## src/rtl/core/ist_pkg.sv

```systemverilog
// ----------------------------------------------------------------------------
// ist_pkg: shared definitions for the integer set table
// operation codes, default capacity and the control bundle sent to the cells
// ----------------------------------------------------------------------------
package ist_pkg;

  localparam int CAPACITY_DEF = 128;

  localparam int MODE_W  = 2;
  localparam int VALUE_W = 32;
  localparam int COUNT_W = 8;

  localparam logic [MODE_W-1:0] OP_INSERT = 2'd0;
  localparam logic [MODE_W-1:0] OP_REMOVE = 2'd1;
  localparam logic [MODE_W-1:0] OP_QUERY  = 2'd2;

  // broadcast to every cell
  typedef struct packed {
    logic load;    // capture compare against the incoming value
    logic ins_go;  // write key into the cell at the fill position
    logic rem_go;  // cells at or above the hit take their right neighbor
  } ist_ctl_t;

endpackage

```

## src/rtl/core/ist_cell.sv

```systemverilog
// ----------------------------------------------------------------------------
// ist_cell: one storage cell of the set chain
// holds one member, compares it with the incoming value, and shifts down
// from its right neighbor on a remove
// ----------------------------------------------------------------------------
module ist_cell
  import ist_pkg::*;
#(
  parameter int IDX     = 0,
  parameter int COUNT_W = 8
) (
  input  logic               clk,
  input  ist_ctl_t           ctl,
  input  logic [COUNT_W-1:0] count,
  input  logic [VALUE_W-1:0] cmp_value,
  input  logic [VALUE_W-1:0] key,
  input  logic [VALUE_W-1:0] right_data,
  input  logic               seen_in,
  output logic [VALUE_W-1:0] data,
  output logic               seen_out
);

  logic [VALUE_W-1:0] data_r, data_nxt;
  logic               match_r, match_nxt;
  logic               occupied;
  logic               at_fill;

  assign occupied = (COUNT_W'(IDX) < count);
  assign at_fill  = (COUNT_W'(IDX) == count);
  assign seen_out = seen_in | match_r;
  assign data     = data_r;

  always_comb begin
    match_nxt = match_r;
    if (ctl.load) begin
      match_nxt = occupied && (data_r == cmp_value);
    end
  end

  always_comb begin
    data_nxt = data_r;
    if (ctl.ins_go && at_fill) begin
      data_nxt = key;
    end else if (ctl.rem_go && seen_out) begin
      data_nxt = right_data;
    end
  end

  always_ff @(posedge clk) begin
    data_r  <= data_nxt;
    match_r <= match_nxt;
  end

endmodule

```

## config.mk

```make
export PLATFORM = sky130hd
export DESIGN_NAME = ist_cell
export DESIGN_NICKNAME = d
export VERILOG_FILES = /design/src/rtl/core/ist_pkg.sv /design/src/rtl/core/ist_cell.sv
export SDC_FILE = /design/constraint.sdc
export NUM_CORES = 1
export LEC_CHECK = 0
export ABC_AREA = 1
export BUFFER_PORTS_ARGS = -buffer_cell sky130_fd_sc_hd__buf_2
export CAP_MARGIN = 20
export CORE_MARGIN = 4
export CORE_UTILIZATION = 40
export CTS_BUF_LIST = sky130_fd_sc_hd__clkbuf_4 sky130_fd_sc_hd__clkbuf_8 sky130_fd_sc_hd__clkbuf_16
export DETAILED_ROUTE_END_ITERATION = 8
export GPL_ROUTABILITY_DRIVEN = 0
export PLACE_DENSITY_LB_ADDON = 0.25
export SLEW_MARGIN = 20
export SYNTH_ARGS = -nofsm -noshare
export SYNTH_HDL_FRONTEND = slang
export SYNTH_SLANG_ARGS = --single-unit
```

## constraint.sdc

```tcl
create_clock -name clk -period 2.5 [get_ports clk]
set_clock_uncertainty 0.1 [all_clocks]
set_input_delay 0 -clock clk [delete_from_list [all_inputs] [get_ports clk]]
set_output_delay 0 -clock clk [all_outputs]
set_load 0.1 [all_outputs]
```

==> metrics, run 1 <==
outcome=finished, final reports clean; Synth Register Bits=33; fillcell total=435; Avg Cell Area, Syn=7.20 um^2; vias in the first global route=2525; Critical Path Start=count[1]; Max FO, Critical Path=33; antenna violations before repair=0; latest clock arrival within the worst-skew pair=280 ps; residual DRC count=0; CP Launch Type=input port; Finished Core Util=70.1%; Die ar.=0.00654 mm^2; synth warn=0; post-route ant nets=0; peak supply drop=0.000292 V; max_cap viols=0; Setup TNS Final=0 ps; Hold Crit Start=cmp_value[11]; Pwr Total=1550 uW; Routed WL per cell=11.9 um; commonest non-fill, non-tap cell in the layout=buf_2; Antenna Cells=0; Initial Utilization=41.3%; Clock Path Buffers=2; area grow syn2layout=69.7%; clk slew on worst S/H paths=70 ps; Slew @ Worst Pin=502 ps; Finish-stage setup viols=0; Yosys top cell by area=edfxtp_1; CTS buffer count=5; I/O pins=142; largest net degree at the start of global routing=34; crit share post-route=61.1%; nets=611; Synth area leaders=edfxtp_1, nand2_1, nand3_1; WHS Path Cells=6; Via Count=2606; H-tree levels=2; unrepaired setup endpoints after global routing=false; placed wire-length estimate after detailed placement=4.75 mm; die height=80.9 um; Leakage=0.00197 uW; critical path arrival=1580 ps; count of cells resized by post-cts repair=0; number of vias per cell=4.55; share of the synthesized area in the top cell type=46.6%; DRT Wirelength=6.82 mm; Syn Nets=404; Post-Syn Instances=295; DIE WIDTH=80.9 um; Worst slew margin=66.8%; RR Endpoint=data[17]; r2r startpoint=match_r; total grt overflow=0; final slew viol count=0; Port Buffers=141; r2r worst-path depth=4; mapped cell area=0.00212 mm^2; Worst EP required=2550 ps; Worst R2R Setup Slack=1120 ps; count of cell types in the netlist=16; commonest non-fill, non-tap cells in the layout=buf_2, nand2_1, dlygate4sd3_1; end point of the critical path=data[25]; Hold WS=156 ps; achievable frequency=655 MHz; drt pass-1 iters=4; Clock Sinks=33; CTS root buf=clkbuf_8; CP endpoint kind=flip-flop; TritonCTS clock tree=built; Power Density=430 mW/mm^2; first-pass GRT wire length=10.6 mm; final hold violations=0; Hold Crit Class=input port to flip-flop; Core ar.=0.00514 mm^2; layout cell share with drive strength beyond 1=30.6%; sequential share of the synthesized area=46.6%; total track usage=20.7%; number of core rows=26; final worst path period need=1530 ps; CP Class=input port to flip-flop; initial DRC count=125
cell families after synthesis:
logic type | share of synthesized area, %
and+or+nand+nor | 37.9
DFF | 46.6
buffers and inverters | 10.8
xor gates and xnor gates | 3.71
AOI/OAI and AO/OA | 0.942
area by class of cell:
| class | count | area [um^2] | share of cell area [%] |
|---|---|---|---|
| clock inverter | 3 | 12.5 | 0.347 |
| tap | 70 | 87.6 | 2.43 |
| timing repair buffer | 210 | 1390 | 38.5 |
| sequential | 33 | 991 | 27.5 |
| multi-input combinational | 211 | 905 | 25.1 |
| clock buffer | 5 | 68.8 | 1.91 |
| inverter | 41 | 154 | 4.27 |
flip-flops by register name (all words and copies together), names as in the netlist:
signal / flops
match_r: 1
data: 32
synthesized netlist by cell type:
cell type and number:
nand3_1 33, nand2_1 137, inv_1 41, nor2_4 1, nor2_1 24, edfxtp_1 33
buf_6 3, nand2_4 1, o21ai_0 4, xor2_1 1, buf_4 3, xnor2_1 8
clkbuf_1 1, nand3b_1 1, buf_2 3, or2_2 1
timing repair:
item | in CTS | in global routing
endpoints found under the hold margin | 33 | 0
buffers inserted | 0 | 0
hold buffers | 65 | 0
setup endpoints to repair | 0 | 0
power by group:
part / switching [uW] / leakage [uW] / internal (uW)
logic: 323 / 0.00161 / 190
registers: 18.2 / 0.000315 / 644
clock network: 187 / 0.0000430 / 187
per-stage QoR:
stage                     instances  setup slack, ps  instance area, um^2
after floorplan                 295              390                 2120
after CTS                       573             1030                 3600
after detailed placement        500             1010                 2870
after global routing            573              822                 3600
final                           573              972                 3600
after global placement          500             1020                 2870
layer usage:
metal / track usage [%] / wire [um] / vias to the layer above
met2: 41.9 / 3830 / 94
met1: 20.8 / 2430 / 1176
met3: 3.44 / 396 / 15
li1: - / - / 1321
met4: 7.09 / 159 / 0
met5: 0 / 0 / -
critical path, cell delays in order:
cell and delay, ps:
buf_2 100, nor2_1 120, nand2_1 100, nor2_4 140
buf_4 340, nand3_1 120, nand2_1 100, dlygate4sd3_1 540
how the worst min path moves through the flow:
stage | end
floorplan | match_r
global placement | match_r
detailed placement | match_r
CTS | match_r
global route | match_r
finish | match_r
Power figures use the tool's default switching activity.
==> run 2, diff against run 1 <==
--- a/config.mk
+++ b/config.mk
@@ -9,7 +9,7 @@
 export BUFFER_PORTS_ARGS = -buffer_cell sky130_fd_sc_hd__buf_2
 export CAP_MARGIN = 20
 export CORE_MARGIN = 4
-export CORE_UTILIZATION = 40
+export CORE_UTILIZATION = 38
 export CTS_BUF_LIST = sky130_fd_sc_hd__clkbuf_4 sky130_fd_sc_hd__clkbuf_8 sky130_fd_sc_hd__clkbuf_16
 export DETAILED_ROUTE_END_ITERATION = 8
 export GPL_ROUTABILITY_DRIVEN = 0
==> constraint.sdc (replaced) <==
create_clock -name clk -period 1.4 [get_ports clk]
set_clock_uncertainty 0.1 [all_clocks]
set_input_delay 0 -clock clk [delete_from_list [all_inputs] [get_ports clk]]
set_output_delay 0 -clock clk [all_outputs]
set_load 0.1 [all_outputs]
==> metrics, run 2 (synthesis results as in run 1) <==
outcome=complete, but fails checks; failing checks=negative setup slack; crit-path max cell delay=540 ps (about the same); Seq pwr share=41.7% (-1.0 points); max reg flops=32 (unchanged); I/O pins=142 (unchanged); CP endpoint kind=flip-flop; Int Pwr=1860 uW (+82%); max_cap viols=0 (unchanged); Port Buffers=141 (unchanged); vias in the first global route=2545 (+0.79%); power share of the combinational group=33.3% (+0.2 points); final slew viol count=0 (unchanged); layout cell share with drive strength beyond 1=34.7% (+4.1 points); Worst slew margin=66.5% (-0.34 points); switching power=978 uW (+85%); total grt overflow=0 (unchanged); latest clock arrival within the worst-skew pair=280 ps (about the same); Setup TNS Final=-126 ps (-126 ps); drt pass-1 iters=4 (unchanged); post-route ant nets=0 (unchanged); Finish-stage setup viols=4 (+4); Initial Utilization=40.3% (-1.0 points); antenna violations before repair=0 (unchanged); Clock Sinks=33 (unchanged); CP Launch Type=input port; DRT Wirelength=7.69 mm (+13%); Pwr Total=2840 uW (+83%); Clock power frac=25.0% (+0.9 points); clk slew on worst S/H paths=70 ps (about the same); Routed WL per cell=13.1 um (+10%); unrepaired setup endpoints after global routing=true; final worst path period need=1440 ps; Hold Crit Class=input port to flip-flop; H-tree levels=2 (unchanged); commonest non-fill, non-tap cells in the layout=buf_2, nand2_1, dlygate4sd3_1; Core ar.=0.00527 mm^2 (+2.5%); CTS root buf=clkbuf_8; Max FO, Critical Path=4 (-88%); Die ar.=0.00685 mm^2 (+4.7%); slowest CP cell=dlygate4sd3_1; TritonCTS clock tree=built; first-pass GRT wire length=10.9 mm (+2.7%); area grow syn2layout=78.9%; number of core rows=26 (unchanged); Via Count=2659 (+2.0%); number of vias per cell=4.54 (-0.23%); die height=82.8 um (+2.3%); placed wire-length estimate after detailed placement=4.89 mm (+2.9%); residual DRC count=0 (unchanged); critical path arrival=1370 ps (-210 ps); critical path, cell by cell=buf_2 > nor2_1 > nand2_1 > nor2_4 > nand2_4 > nand2_1 > nand2_1 > dlygate4sd3_1; Crit path top cell by count=nand2_1; Finished Core Util=72.1% (+2.0 points); final hold violations=0 (unchanged); crit share post-route=103%; achievable frequency=692 MHz; Worst EP required=1330 ps (-1220 ps); Final WS setup=-44.4 ps (-1020 ps); Clock Path Buffers=2 (unchanged); Power Density=747 mW/mm^2 (+74%); peak supply drop=0.000439 V (+50%); final instance count without filler cells=586 (+2.3%); Antenna Cells=0 (unchanged); fillcell total=424 (-2.5%); CTS buffer count=5 (unchanged); Leakage=0.00206 uW (+4.6%); Slew @ Worst Pin=507 ps (+5.15 ps); largest net degree at the start of global routing=34 (unchanged); DIE WIDTH=82.8 um (+2.3%); nets=624 (+2.1%); cell total after placement=501 (+0.20%); commonest non-fill, non-tap cell in the layout=buf_2; switching share of power=34.5% (+0.38 points); CP Class=input port to flip-flop; initial DRC count=112 (-10%); total track usage=21.3% (+0.64 points)
==> run 2: cell count changes in the layout (fill, tap and decap cells not counted), moves of 3 or more <==
cell,before,now
nand2_1,137,130
nor2_2,0,3
nand2_2,0,5
buf_4,4,14
nor2_1,24,21
==> run 2: per-layer routing <==
layer	vias up	wire, um	GRT usage (%)
met5	-	0	0
met4	0	163	7.68
met3	17	535	4.00
met2	124	4130	42.8
met1	1170	2860	21.4
li1	1348	-	-
==> run 2: path summary, 6_finish.rpt <==
path	from	to	slack [ps]	depth (start not counted)
min reg2reg	data[23]	match_r	700	5
min	key[23]	data[23]	90	4
max reg2reg	match_r	data[11]	80	3
max	count[5]	data[28]	-40	8
==> run 2: final cells by class <==
cell class / instances / area [um^2] / area share [%]
flip-flops and latches: 33 / 991 / 26.1
clock inverters: 2 / 10.0 / 0.263
well taps: 70 / 87.6 / 2.30
repair buffers: 222 / 1510 / 39.8
clock buffers: 6 / 76.3 / 2.01
multi-input cells: 212 / 971 / 25.5
inverters: 41 / 154 / 4.05
==> run 2: timing repair <==
action / CTS / global route
setup endpoints to repair: 0 / 10
hold endpoints to repair: 33 / 4
hold buffers: 65 / 4
resized for setup: 0 / 12
buffers inserted: 0 / 10
==> run 2: metrics by stage <==
stage	hold WS (ps)	setup WS, ps	area [um^2]
after floorplan	12.5	-370	2150
after global placement	101	97.7	2910
after detailed placement	101	58.4	2910
after CTS	120	24.6	3650
after global routing	129	-73.4	3800
final	92.3	-44.4	3800
==> run 2: power by group through the flow <==
| stage | registers, uW | logic (uW) | clock network (uW) |
|---|---|---|---|
| after global placement | 1200 | 773 | 0 |
| after detailed placement | 1200 | 781 | 0 |
| after CTS | 1180 | 922 | 730 |
| after floorplan | 1540 | 199 | 0 |
| after global routing | 1190 | 1010 | 787 |
| final | 1180 | 945 | 711 |
==> run 2: critical path: cells and delay by family <==
kind	cells	cell delay, ps
and+or+nand+nor	6	730
buffers and inverters	2	640
==> run 3, diff against run 2 <==
--- a/config.mk
+++ b/config.mk
@@ -5,11 +5,10 @@
 export SDC_FILE = /design/constraint.sdc
 export NUM_CORES = 1
 export LEC_CHECK = 0
-export ABC_AREA = 1
 export BUFFER_PORTS_ARGS = -buffer_cell sky130_fd_sc_hd__buf_2
 export CAP_MARGIN = 20
 export CORE_MARGIN = 4
-export CORE_UTILIZATION = 38
+export CORE_UTILIZATION = 36
 export CTS_BUF_LIST = sky130_fd_sc_hd__clkbuf_4 sky130_fd_sc_hd__clkbuf_8 sky130_fd_sc_hd__clkbuf_16
 export DETAILED_ROUTE_END_ITERATION = 8
 export GPL_ROUTABILITY_DRIVEN = 0
==> metrics, run 3 <==
Max FO, Critical Path=2 (-2); DRT Wirelength=6.34 mm (-18%); max_cap viols=0 (unchanged); total grt overflow=0 (unchanged); Post-Synth Adder-Cell Area=0% (unchanged); TritonCTS clock tree=built; CTS root buf=clkbuf_8; most common cell in the netlist=edfxtp_1; Worst EP required=1410 ps (+80 ps); Clock power frac=29.3% (+4.3 points); Final WS setup=-177 ps (-132 ps); commonest non-fill, non-tap cells in the layout=buf_2, dlygate4sd3_1, edfxtp_1; Routed WL per cell=15.3 um (+17%); max reg flops=32 (unchanged); Via Count=1857 (-30%); Leakage=0.00178 uW (-13%); I/O pins=142 (unchanged); residual DRC count=0 (unchanged); post-route ant nets=0 (unchanged); WL met2=3.64 mm (-12%); critical path arrival=1590 ps (+220 ps); Synth area leaders=edfxtp_1, mux2_4, xor2_1; share of the synthesized area in the top cell type=52.2% (+5.6 points); clk slew on worst S/H paths=70 ps (about the same); switching share of power=30.7% (-3.7 points); Metal-1 WL=2.16 mm (-24%); WHS Path Cells=4 (unchanged); final slew viol count=0 (unchanged); power share of the combinational group=30.9% (-2.4 points); initial DRC count=35 (-69%); nets=451 (-28%); mapped cell area=0.00190 mm^2 (-11%); Hold Crit Class=input port to flip-flop; total track usage=19.3% (-2.0 points); Post-synth EDFFs=33 (unchanged); vias in the first global route=1990 (-22%); Hold Crit Start=cmp_value[18]; CTS buffer count=5 (unchanged); Hold WS=105 ps (+12.2 ps); number of core rows=26 (unchanged); area grow syn2layout=96.3%; Seq pwr share=39.8% (-1.9 points); Core ar.=0.00511 mm^2 (-3.1%); most frequent cells after synthesis=edfxtp_1, mux2_4, xor2_1, nor4_1, xnor2_1; Post-CTS Repair Setup Buffers=0 (unchanged); asr flop ratio synth=0% (unchanged); largest family of logic cells by synthesized area=multiplexers; hold endpoint=match_r; r2r worst-path depth=4 (+1); Simple-Gate Fraction of Synth Area=6.46% (-31 points); Synth Area in Compound Gates=0% (-0.94 points); layout cell share with drive strength beyond 1=60.1% (+25 points); count of cell types in the netlist=15 (-1); crit share post-route=113% (+9.4 points); commonest non-fill, non-tap cell in the layout=buf_2; CP endpoint kind=flip-flop; Post-Syn Instances=118 (-60%); Slew @ Worst Pin=504 ps (-2.18 ps); Int Pwr=2060 uW (+11%); Syn Nets=227 (-44%); Worst R2R Setup Slack=-180 ps (-260 ps); H-tree levels=2 (unchanged); peak supply drop=0.000559 V (+27%); final worst path period need=1580 ps (+132 ps); switching power=913 uW (-6.6%); max layer used=met4; placed wire-length estimate after detailed placement=3.95 mm (-19%); drt pass-1 iters=4 (unchanged); Initial Utilization=37.1% (-3.2 points); synth warn=0 (unchanged); die height=80.6 um (-2.6%); Die ar.=0.00649 mm^2 (-5.2%); number of vias per cell=4.50 (-0.91%); first-pass GRT wire length=9.28 mm (-15%); Finish-stage setup viols=33 (+29); WL met3=501 um (-6.4%); Port Buffers=141 (unchanged); Top FF cell, synth=edfxtp_1; latest clock arrival within the worst-skew pair=280 ps (about the same); antenna violations before repair=0 (unchanged); Synth Register Bits=33 (unchanged); RR Endpoint=match_r; Clock Path Buffers=2 (unchanged); Antenna Cells=0 (unchanged); CP Launch Type=flip-flop; achievable frequency=634 MHz (-8.4%); largest net degree at the start of global routing=17 (-50%); Synth Area in XOR/XNOR=14.8% (+11 points); Power Density=798 mW/mm^2 (+6.8%); final hold violations=0 (unchanged); outcome=complete, but fails checks; Clock Sinks=33 (unchanged); DIE WIDTH=80.6 um (-2.6%); Worst slew margin=66.6% (+0.14 points); failing checks=negative setup slack; CP Class=flip-flop to flip-flop; mux share of post-synthesis cell area=24.7% (+25 points); unrepaired setup endpoints after global routing=true; Setup TNS Final=-1770 ps (-1650 ps); sequential share of the synthesized area=52.2% (+5.6 points); Avg Cell Area, Syn=16.1 um^2 (+120%); r2r startpoint=data[0]; Yosys top cell by area=edfxtp_1
==> run 3: worst max-delay path, stage by stage (launching register included) <==
cell and delay (ps):
edfxtp_1 430, xor2_1 190, nor4_2 350, nand4_1 180, nor4_2 160
==> run 3: routing by layer <==
layer | GRT usage (%) | vias to the layer above
met3 | 6.17 | 4
li1 | - | 894
met2 | 38.2 | 83
met5 | 0 | -
met1 | 19.3 | 876
met4 | 4.05 | 0
==> run 3: worst max path at each step <==
stage / from / to / cells after the start
final: data[0] / match_r / 4
after global routing: data[2] / match_r / 5
after floorplan: data[19] / match_r / 4
after detailed placement: count[5] / data[31] / 6
after global placement: count[5] / data[29] / 6
after CTS: data[2] / match_r / 5
==> run 3: layout make-up <==
class                      instances  area, um^2
fill                             347        1380
timing repair buffer             219        1570
clock inverter                     3        41.3
sequential                        33         991
multi-input combinational         83         967
tap                               70        87.6
clock buffer                       5        68.8
==> run 3: metrics by stage <==
stage	area [um^2]	cells	utilization, %	worst slack [ps]	total power [uW]
3_5_place_dp	2780	335	54.5	-304	1950
6_report	3720	413	72.9	-177	2970
2_1_floorplan	1950	118	-	-519	1710
4_1_cts	3600	410	70.5	-237	2980
5_1_grt	3720	413	72.9	-264	3100
3_3_place_gp	2780	335	54.5	-298	1940
==> run 3: power groups by stage <==
| stage | clock [uW] | combinational, uW | sequential (uW) |
|---|---|---|---|
| 3_3_place_gp | 0 | 735 | 1200 |
| 3_5_place_dp | 0 | 743 | 1200 |
| 4_1_cts | 897 | 896 | 1180 |
| 2_1_floorplan | 0 | 172 | 1540 |
| 5_1_grt | 947 | 966 | 1190 |
| 6_report | 870 | 919 | 1180 |
==> run 3: kinds of logic (layout without fill, tap and decap cells) <==
family	Yosys count	after routing
xor gates and xnor gates	32	32
buffers and inverters	3	227
DFF	33	33
muxes	32	32
and+or+nand+nor	18	19
==> run 3: timing repair <==
item	4_1_cts	5_1_grt
hold buffers	65	0
cloned	2	3
setup endpoints to repair	11	49
pin swaps	3	3
hold endpoints to repair	33	0
gates resized for setup	5	7
